===== config.mk =====
export PLATFORM = sky130hd
export DESIGN_NAME = usph_div_cell
export DESIGN_NICKNAME = d
export VERILOG_FILES = /design/src/sv/usph_pkg.sv /design/src/sv/usph_div_cell.sv
export SDC_FILE = /design/constraint.sdc
export NUM_CORES = 1
export LEC_CHECK = 0
export BUFFER_PORTS_ARGS = -buffer_cell sky130_fd_sc_hd__buf_2
export CAP_MARGIN = 20
export CORE_ASPECT_RATIO = 0.5
export CORE_UTILIZATION = 34
export CTS_CLUSTER_DIAMETER = 100
export DETAILED_ROUTE_END_ITERATION = 7
export HOLD_SLACK_MARGIN = 0.12
export PLACE_DENSITY = 0.64
export REMOVE_ABC_BUFFERS = 1
export SYNTH_ARGS = -nofsm -noshare
export SYNTH_HDL_FRONTEND = slang
export SYNTH_SLANG_ARGS = --single-unit

===== constraint.sdc =====
create_clock -name clk -period 4.2 [get_ports clk]
set_input_delay 0.21 -clock clk [delete_from_list [all_inputs] [get_ports clk]]
set_output_delay 0.21 -clock clk [all_outputs]
set_load 0.05 [all_outputs]

===== src/sv/usph_pkg.sv =====
// Shared types, widths and constants of the UV sphere tessellator.
// No dependencies; the cell modules and the top level use it by scoped names.

package usph_pkg;

  // Field and register widths
  localparam int SEG_W   = 9;
  localparam int RAD_W   = 16;
  localparam int IDX_W   = 17;
  localparam int POS_W   = 17;
  localparam int NORM_W  = 16;
  localparam int REM_W   = SEG_W + 1;
  localparam int CFG_W   = 2;
  localparam int MAX_SEGMENTS = 256;

  // Angle divider and CORDIC dimensions
  localparam int DIV_STEPS    = 33;
  localparam int ANG_W        = 32;
  localparam int CORDIC_STEPS = 16;
  localparam logic signed [ANG_W-1:0] CORDIC_GAIN_START = 32'sh26DD3B6A;

  // Opcodes
  localparam logic OP_VERTEX = 1'b0;
  localparam logic OP_QUAD   = 1'b1;

  // Configuration register indexes
  localparam logic [CFG_W-1:0] REG_LAT_SEGMENTS = 2'd0;
  localparam logic [CFG_W-1:0] REG_LON_SEGMENTS = 2'd1;
  localparam logic [CFG_W-1:0] REG_SPHERE_RADIUS = 2'd2;

  // Item tag carried alongside the arithmetic of every stage
  typedef struct packed {
    logic             valid;
    logic             op;
    logic [IDX_W-1:0] cur;
  } tag_t;

  // One lane of the restoring angle divider
  typedef struct packed {
    logic [REM_W-1:0]     r;
    logic [SEG_W-1:0]     d;
    logic                 a0;
    logic [DIV_STEPS-1:0] q;
  } div_lane_t;

  // One lane of the rotation CORDIC
  typedef struct packed {
    logic signed [ANG_W-1:0] x;
    logic signed [ANG_W-1:0] y;
    logic signed [ANG_W-1:0] z;
    logic                    flip;
  } cor_lane_t;

  // Arctangent of 2^-i as a fraction of a full turn
  function automatic logic signed [ANG_W-1:0] atan_turn(input int i);
    logic signed [ANG_W-1:0] v;
    case (i)
      0:  v = 32'sh20000000;
      1:  v = 32'sh12E4051E;
      2:  v = 32'sh09FB385B;
      3:  v = 32'sh051111D4;
      4:  v = 32'sh028B0D43;
      5:  v = 32'sh0145D7E1;
      6:  v = 32'sh00A2F61E;
      7:  v = 32'sh00517C55;
      8:  v = 32'sh0028BE53;
      9:  v = 32'sh00145F2F;
      10: v = 32'sh000A2F98;
      11: v = 32'sh000517CC;
      12: v = 32'sh00028BE6;
      13: v = 32'sh000145F3;
      14: v = 32'sh0000A2F9;
      15: v = 32'sh0000517D;
      default: v = '0;
    endcase
    return v;
  endfunction

endpackage


===== src/sv/usph_div_cell.sv =====
// One cell of the angle divider chain: a restoring step on both angle lanes.
// Depends on usph_pkg for the lane and tag types.

module usph_div_cell #(
  parameter int STEP = 0
) (
  input  logic               clk,
  input  logic               rst,
  input  logic               en,
  input  usph_pkg::tag_t     tag_in,
  input  usph_pkg::div_lane_t th_in,
  input  usph_pkg::div_lane_t ph_in,
  output usph_pkg::tag_t     tag_out,
  output usph_pkg::div_lane_t th_out,
  output usph_pkg::div_lane_t ph_out
);

  // Numerator bit brought down by this cell
  localparam int BIT = usph_pkg::DIV_STEPS - 1 - STEP;

  function automatic usph_pkg::div_lane_t div_step(input usph_pkg::div_lane_t l);
    logic                      nb;
    logic [usph_pkg::REM_W:0]  t;
    logic [usph_pkg::REM_W:0]  dd;
    usph_pkg::div_lane_t       o;
    if (BIT == usph_pkg::DIV_STEPS - 1) nb = l.a0;
    else if (BIT < usph_pkg::SEG_W) nb = l.d[BIT % usph_pkg::SEG_W];
    else nb = 1'b0;
    t    = {l.r, nb};
    dd   = {1'b0, l.d, 1'b0};
    o    = l;
    if (t >= dd) begin
      o.r = usph_pkg::REM_W'(t - dd);
      o.q = {l.q[usph_pkg::DIV_STEPS-2:0], 1'b1};
    end else begin
      o.r = t[usph_pkg::REM_W-1:0];
      o.q = {l.q[usph_pkg::DIV_STEPS-2:0], 1'b0};
    end
    return o;
  endfunction

  // Advance the tag with the chain
  always_ff @(posedge clk) begin
    if (rst) begin
      tag_out.valid <= 1'b0;
    end else if (en) begin
      tag_out <= tag_in;
    end
  end

  // Advance both lanes one quotient bit
  always_ff @(posedge clk) begin
    if (en) begin
      th_out <= div_step(th_in);
      ph_out <= div_step(ph_in);
    end
  end

endmodule


==> impl_metrics.csv <==
group,metric,value,unit
pwr,cellLeakagePower,3.43,nW
timing,rsz0062_at_grt,"false",
placement,post_dp_cell_area,6230,sq um
detailed_routing,wirelength,12500,microns
cts,clock_path_buffers,2,
flow_run,drv_cap,0,
placement,place_hpwl,8330,microns
critical_path,path_max_fanout,6,
die,core,13600,sq um
critical_path,start_kind,"input port",
critical_path,critPathCapture,"ph_out[48]",
critical_path,crit_start,"ph_in[37]",
timing,slew_viol_final,0,
cts,cts_setup_buffers,0,
pwr,finalPower,3.67,mW
critical_path,crit_buf_inv,4,
detailed_routing,initialDrtViolationCount,198,
synthesis,netlist_area,4740,sq um
global_route,antenna_found_initial,0,
outcome,violations,"DRC",
critical_path,r2r_slack,3.06,ns
critical_path,crit_required,4.35,ns
layout,multi_input_area,951,sq um
global_route,grt_util_all_layers,0.170,
critical_path,end_kind,"register",
critical_path,worstPathArrival,3.19,ns
detailed_routing,vias,3612,
layout,final_common_cell,"buf_2",
critical_path,cp_common_cell,"a21oi_1",
timing,fmax,328,MHz
global_route,grt_pass1_wl,18500,microns
cts,numCtsBuffers,17,
cts,htreeDepth,4,
timing,setup_viol,0,
timing,finalCriticalPeriod,3.04,ns
timing,hold_violations,0,
layout,nNetsFinal,786,
detailed_routing,detail-route-antenna-nets,0,
cts,clkSlewWorstSetupHoldPaths,0.06,ns
cts,ctsRootBufferMaster,"clkbuf_16",
layout,drive_above_1_share,0.458,
pwr,ir_drop,0.000258,V
global_route,grt_pass1_vias,3594,
synthesis,yosys_warnings,0,
critical_path,rr_endpoint,"tag_out[18]",
critical_path,cp_cell_sequence,"dlygate4sd3_1 > buf_2 > inv_1 > ha_1 > o211ai_2 > a21oi_1 > a211oi_2 > a21oi_1 > nor4b_2 > buf_4 > mux2_4",
synthesis,avgSynthCellArea,18.0,sq um
critical_path,cpPeakStageDelay,0.63,ns
timing,setup_tns,0,ns
placement,dp_cells,705,
cts,worst_skew_pair.late_latency,0.40,ns
die,die_area,14500,sq um
critical_path,slowest_stage,"nor4b_2",
detailed_routing,wl_per_cell,14.8,microns
die,top_level_ports,253,
outcome,status,"finished with violations",
die,fp.dieH,85.5,microns
timing,period_share,0.725,
timing,relSlewSlack,0.406,
placement,portBuffers,250,
cts,cts.sinks,123,
synthesis,synth.yosys.seq_area_share,0.776,
hold_path,hold_class,"input port to register",
timing,worst_pin_slew,0.890,ns
layout,layout.cells.non_filler,843,
layout,fillers,1102,
die,die_w,169,microns
layout,seq_area,3680,sq um
placement,gp_congestion,0.787,
detailed_routing,first_pass_iters,7,
synthesis,synthCells,264,
critical_path,path_class,"input port to register",
critical_path,cp.depth,11,
cts,tritoncts,"yes",
global_route,overflow,0,
die,start_util,0.349,
detailed_routing,drc,1,
layout,n_antenna_cell,0,
layout,final_area,7830,sq um
global_route,grt_max_degree,69,
layout,area_growth_syn_to_layout,65.1,%
critical_path,cpLargestDelayFamily,"buffers and inverters",
die,placementRows,30,
critical_path,reg2reg_depth,3,
synthesis,ys_seq_elements,123,
synthesis,ys_types,36,
pwr,powerDensity,469,nW/um^2
detailed_routing,viasPerCell,4.28,
timing,fin_worst_skew,0,ns
critical_path,worstReg2RegStart,"tag_out[18]",
layout,final_cell_mix,"buf_2, edfxtp_1, dlygate4sd3_1, inv_1, a21oi_1",
==> flip-flops by register name (all words and copies together) (netlist names) <==
signal / count
ph_out: 52
th_out: 52
tag_out: 19
==> power by group <==
group | switching (mW) | internal [mW] | leakage [nW]
logic | 0.570 | 0.260 | 1.97
registers | 0.0272 | 1.48 | 1.20
clock network | 0.568 | 0.768 | 0.264
==> logic make-up (layout without fill, tap and decap cells) <==
logic type | count (synthesis) | after routing | synth area share
simple gates | 34 | 34 | 0.0364
mux | 12 | 12 | 0.0332
fa+ha+maj | 20 | 20 | 0.0559
compound gates | 37 | 37 | 0.0509
buf+inv | 25 | 412 | 0.0232
xor+xnor | 13 | 13 | 0.0240
flops | 123 | 123 | 0.776
==> Yosys cell counts <==
| cell | instances | area share |
|---|---|---|
| mux2_2 | 2 | 0.0047 |
| inv_1 | 21 | 0.017 |
| nand2b_1 | 4 | 0.0053 |
| nand3_1 | 2 | 0.0021 |
| buf_2 | 1 | 0.0011 |
| o41ai_1 | 1 | 0.0018 |
| edfxtp_1 | 122 | 0.77 |
| buf_4 | 2 | 0.0032 |
| a211oi_2 | 2 | 0.0053 |
| ha_1 | 18 | 0.047 |
| o21ai_0 | 4 | 0.0042 |
| and4_1 | 1 | 0.0018 |
| nand2_1 | 6 | 0.0047 |
| mux2i_1 | 3 | 0.0063 |
| nor4b_2 | 1 | 0.0032 |
| o31ai_1 | 1 | 0.0016 |
| mux2_4 | 7 | 0.022 |
| buf_6 | 1 | 0.0024 |
| o211ai_1 | 1 | 0.0016 |
| and2_1 | 1 | 0.0013 |
| o211ai_2 | 2 | 0.0053 |
| xor2_1 | 5 | 0.0092 |
| o21a_1 | 2 | 0.0032 |
| a21o_1 | 2 | 0.0032 |
| a21oi_1 | 19 | 0.020 |
| a2111oi_0 | 1 | 0.0018 |
| a211oi_1 | 1 | 0.0016 |
| nand4_1 | 1 | 0.0013 |
| nor2_1 | 14 | 0.011 |
| a31oi_1 | 1 | 0.0013 |
| xnor2_1 | 8 | 0.015 |
| nor3_1 | 1 | 0.0011 |
| dfxtp_1 | 1 | 0.0042 |
| nand4b_1 | 1 | 0.0018 |
| fa_1 | 2 | 0.0084 |
| nor2b_1 | 2 | 0.0026 |
==> worst reg2reg max path, stage by stage (launching register included) <==
cell and delay [ns]:
dfxtp_1 0.32, mux2i_1 0.12, nor2_1 0.05, dlygate4sd3_1 0.54
==> how the worst min path moves through the flow <==
stage | cells after the start | slack (ns) | end | from
after global placement | 1 | 0.39 | tag_out[7] | tag_in[7]
final | 2 | 0.13 | th_out[49] | th_in[48]
after detailed placement | 1 | 0.39 | th_out[6] | th_in[5]
after CTS | 2 | 0.12 | ph_out[52] | ph_in[51]
after floorplan | 1 | 0.28 | tag_out[18] | rst
after global routing | 2 | 0.12 | th_out[48] | th_in[47]
==> layer usage <==
metal	global-route usage	share of wire	up-vias	wire, microns
li1	-	-	1747	-
met1	0.198	0.41	1746	5120
met2	0.321	0.54	110	6780
met3	0.0328	0.036	9	453
met4	0.0491	0.0091	0	114
met5	0	0	-	0
==> through the flow <==
stage | worst slack, ns | util | hold slack (ns)
detailed placement | 1.30 | 0.458 | 0.388
floorplan | 1.45 | - | 0.282
CTS | 1.24 | 0.576 | 0.123
global placement | 1.29 | 0.458 | 0.387
finish | 1.16 | 0.576 | 0.133
global route | 0.971 | 0.576 | 0.123
==> cell type report <==
| type | count | area share |
|---|---|---|
| clock buffer | 18 | 0.0548 |
| clock inverter | 14 | 0.0142 |
| timing repair buffer | 359 | 0.298 |
| inverter | 21 | 0.0101 |
| sequential | 123 | 0.470 |
| tap | 192 | 0.0307 |
| multi-input combinational | 116 | 0.121 |
==> what timing repair did <==
action,CTS,global route
hold endpoints to repair,105,0
resized for setup,0,0
hold buffers,106,0
Note: power is estimated with default switching activity, not from simulation.
